## src/hw/rtl/gpr_pkg.sv

```systemverilog
// ============================================================================
// gpr_pkg: shared types and constants for the partition refinement pass
// Sizes of the graph stores, the command codes, the sequencer states and
// the request and response bundles of the shared arithmetic unit.
// ============================================================================
package gpr_pkg;

    localparam int MAX_VERTICES = 1024;
    localparam int MAX_ENTRIES  = 8192;
    localparam int MAX_PARTS    = 16;
    localparam int WEIGHT_BITS  = 16;

    localparam int VIDX_W = $clog2(MAX_VERTICES);      // vertex index
    localparam int EIDX_W = $clog2(MAX_ENTRIES);       // entry index
    localparam int PART_W = $clog2(MAX_PARTS);         // part number
    localparam int POS_W  = 14;                        // position field
    localparam int CNT_W  = VIDX_W + 1;                // vertex count
    localparam int WSUM_W = 29;                        // per-vertex weight sum
    localparam int GAIN_W = 40;                        // pair gain total
    localparam int CUT_W  = 29;                        // cut accumulator

    // Neighbour entries keep the low vertex bits plus an out-of-range flag.
    localparam int NBR_W  = VIDX_W + 1;
    // Target entries keep a part number plus a "no target" flag on top.
    localparam int TGT_W  = PART_W + 1;

    typedef enum logic [2:0] {
        KIND_SET_PART   = 3'd0,
        KIND_SET_OFFSET = 3'd1,
        KIND_SET_ENTRY  = 3'd2,
        KIND_RUN        = 3'd3,
        KIND_QUERY      = 3'd4
    } kind_t;

    typedef enum logic {
        CFG_NUM_VERTICES = 1'b0,
        CFG_NUM_PARTS    = 1'b1
    } cfg_idx_t;

    typedef enum logic [1:0] {
        ALU_ADD,
        ALU_SUB,
        ALU_GT
    } alu_op_t;

    typedef struct packed {
        alu_op_t             op;
        logic [GAIN_W-1:0]   a;
        logic [GAIN_W-1:0]   b;
    } alu_req_t;

    typedef struct packed {
        logic [GAIN_W-1:0]   value;
        logic                gt;
    } alu_rsp_t;

    typedef enum logic [4:0] {
        S_IDLE,
        S_Q_OUT,
        S_R_START,
        S_R_LO,
        S_R_VTX,
        S_R_VTX2,
        S_R_ENT,
        S_R_NB,
        S_R_ACC,
        S_R_VEND,
        S_R_CUT,
        S_G_RD,
        S_G_CHK,
        S_G_ADD,
        S_M_RD,
        S_M_CHK,
        S_M_G1,
        S_M_G2,
        S_R_OUT
    } state_t;

    // Offsets beyond the entry store are treated as its end.
    function automatic logic [POS_W-1:0] clamp_offset(input logic [POS_W-1:0] v);
        logic [POS_W-1:0] r;
        r = (v > POS_W'(MAX_ENTRIES)) ? POS_W'(MAX_ENTRIES) : v;
        return r;
    endfunction

endpackage

```

## src/hw/rtl/gpr_alu.sv

```systemverilog
// ============================================================================
// gpr_alu: shared arithmetic unit of the refinement sequencer
// A combinational unit that serves add, subtract and greater-than requests.
// ============================================================================
module gpr_alu (
    input  gpr_pkg::alu_req_t req,
    output gpr_pkg::alu_rsp_t rsp
);

    logic [gpr_pkg::GAIN_W:0] diff;

    // Greater-than comes from the borrow of b - a.
    assign diff = {1'b0, req.b} - {1'b0, req.a};

    always_comb
    begin
        rsp.gt = diff[gpr_pkg::GAIN_W];
        unique case (req.op)
            gpr_pkg::ALU_ADD: rsp.value = req.a + req.b;
            gpr_pkg::ALU_SUB: rsp.value = req.a - req.b;
            gpr_pkg::ALU_GT:  rsp.value = '0;
            default:          rsp.value = '0;
        endcase
    end

endmodule

```

## config.mk

```make
export PLATFORM = sky130hd
export DESIGN_NAME = gpr_alu
export DESIGN_NICKNAME = d
export VERILOG_FILES = /design/src/hw/rtl/gpr_pkg.sv /design/src/hw/rtl/gpr_alu.sv
export SDC_FILE = /design/constraint.sdc
export NUM_CORES = 1
export LEC_CHECK = 0
export ABC_AREA = 1
export BUFFER_PORTS_ARGS = -buffer_cell sky130_fd_sc_hd__buf_2
export CORE_UTILIZATION = 40
export DETAILED_ROUTE_END_ITERATION = 8
export PLACE_DENSITY_LB_ADDON = 0.05
export SYNTH_ARGS = -nofsm -noshare
export SYNTH_HDL_FRONTEND = slang
export SYNTH_SLANG_ARGS = --single-unit
```

## constraint.sdc

```tcl
create_clock -name vclk -period 5.9
set_input_delay 0.59 -clock vclk [all_inputs]
set_output_delay 0.59 -clock vclk [all_outputs]
set_load 0.005 [all_outputs]
```

==> impl_metrics.ini <==
[sta]
setup_tns_ps = 0
fmax_mhz = 210
rsz0062_at_grt = false
drv_slew = 0
tightest_slew_ps = 618
fin_crit_ps = 4760
finalSetupViolations = 0
finalCritPeriodShare_pct = 80.7
slew_headroom_pct = 58.4
hold_violations = 0

[global_route]
grt_pass1_vias = 5982
grt-ovfl-total = 0
antenna_found_initial = 0
grt_max_degree = 32
grt_pass1_wl_um = 30100
track_usage_pct = 26.7

[synthesis]
yosysSeqAreaShare_pct = 0
synth_cell_type_count = 40
ys_warn_count = 0
synth_compound_area_share_pct = 14.6
synth_nets = 1182
muxShareOfSynthArea_pct = 0
synth_simple_gate_area_share_pct = 44.6
syn_inst = 1019
netlist_area_um2 = 5320
syn_avg_cell_area_um2 = 5.22
synth-adder-area-share_pct = 19.2
synth_top_family_by_area = simple AND/OR/NAND/NOR gates
synth_xor_area_share_pct = 7.57

[routing]
drt-wirelength-per-cell_um = 14.1
detail-route-antenna-nets = 0
routed_wl_um = 18400
route.vias.total = 6358
drt_iter0_markers = 315
via_per_inst = 4.86
dr.pass1.iters = 5
drcViolationCount = 0

[clocking]
post-cts-setup-buffers = 0
ctsHoldBuffers = 0
cts_resized = 0

[worst_setup_path]
crit_fanout = 31
cp-start-kind = input port
worstSetupPathType = in2out
arrival_ps = 4170
crit_required_ps = 5310
crit_path_end_kind = output port

[floorplan]
io_pins = 123
core_area_um2 = 12800
die_w_um = 117
start_util_pct = 41.7
core.rowCount = 41
die_h_um = 117
dieArea_um2 = 13800

[pwr]
ir_drop_v = 0.0000266
swShare_pct = 63.9
clockPowerShare_pct = 0
power.leakage_nw = 3.53
pwr-share-comb_pct = 100.0
power.switching_mw = 0.413
pwr_density_cell_nw_per_um2 = 106
internal_power_mw = 0.233
seq_power_share_pct = 0

[min_path]
hold_class = in2out

[finish]
clock_buffers = 0
fin_util_pct = 47.9
fin_nets = 1300
syn2layout_area_growth_pct = 14.8
seq_cells = 0
drive_above_1_share_pct = 15.7
nFillCells = 1494
multiInputGateArea_um2 = 4580
regArea_um2 = 0
stdcell_count = 1307
final_area_um2 = 6110
n_antenna_cell = 0

[placed_design]
dp.cells = 1307
gp_congestion = 0.915
placed_area_um2 = 6110
port_buffers = 123
hpwl_um = 16500

[run]
max_cap_viol_count = 0

[run_status]
outcome = complete, no violations
[cells in the final DEF, fill, tap and decap left out, types with 2 or more instances in the layout]
cell type	n
a21oi_1	81
a21oi_2	2
a31oi_1	2
buf_2	123
ha_1	80
inv_1	182
inv_2	3
nand2_1	286
nand2_2	17
nand2_4	2
nand3_1	40
nand3_2	8
nand3b_1	4
nand4_1	9
nor2_1	158
nor2_2	11
nor2_4	5
nor3_1	8
nor4_1	2
o211ai_1	3
o21ai_0	45
o21ai_2	2
o21bai_1	3
xnor2_1	20
xor2_1	26
[metal layers]
metal / track usage [%] / vias to the layer above / part of all wire (%)
li1: - / 3435 / -
met1: 41.5 / 2722 / 53
met2: 42.0 / 194 / 42
met3: 0.875 / 7 / 5.2
met4: 1.14 / 0 / 0.48
met5: 0 / - / 0
[cell families (layout without fill, tap and decap cells)]
logic type	after synthesis	in the layout
compound gates	144	144
xor+xnor	46	46
fa+ha+maj	81	81
buf+inv	194	310
simple gates	554	554
[synthesized netlist by cell type, drive strengths merged]
master  count  area, um^2
clkbuf      2        7.51
xnor2      20         175
nor3        9        50.1
clkinv      1        3.75
nand2     305        1200
a21oi      84         439
nand3      48         280
o21a        1        7.51
o31ai       1        7.51
xor2       26         228
o21ai      48         248
buf         6        41.3
nand3b      4        30.0
o211ai      3        22.5
inv       185         694
a21boi      1        7.51
nor2      174         718
and2        1        6.26
or2         1        6.26
fa          1        20.0
ha         80        1000
a31oi       2        12.5
nand4       9        56.3
nor4        3        25.0
o21bai      4        33.8
[power by group through the flow]
stage | registers (mW) | logic (mW) | clock network, mW
finish | 0 | 0.646 | 0
detailed placement | 0 | 0.637 | 0
global route | 0 | 0.730 | 0
global placement | 0 | 0.638 | 0
CTS | 0 | 0.640 | 0
floorplan | 0 | 0.428 | 0
[stage by stage]
stage          setup WS, ps  total power, mW  hold WS, ps
2_1_floorplan          2440            0.428         1320
3_3_place_gp           1270            0.638         1560
3_5_place_dp           1190            0.637         1580
4_1_cts                1190            0.640         1580
5_1_grt                 790            0.730         1600
6_report               1140            0.646         1570
[critical path, stage by stage]
cell,delay [ps]
buf_2,170
inv_2,420
nand2_1,120
buf_4,270
inv_1,440
a21oi_1,160
a21oi_2,210
o21ai_1,110
xnor2_1,150
ha_1,360
nand2_1,120
nor2_2,190
nand2_1,120
nor2_1,120
nand2_1,80
nand3_2,100
nand2_1,90
nand3_1,80
nand2_1,50
nor2_1,100
buf_2,110
[final timing paths]
check,slack [ps],to,cells after the start,start
min,1570,rsp[4],3,req[81]
max,1140,rsp[39],21,req[81]
[area by class of cell]
type               count  share of cell area, %
multi-input cells    825                   74.9
inverters            186                   11.4
repair buffers       124                   10.2
well taps            172                   3.52
(Power assumes the default switching activity.)
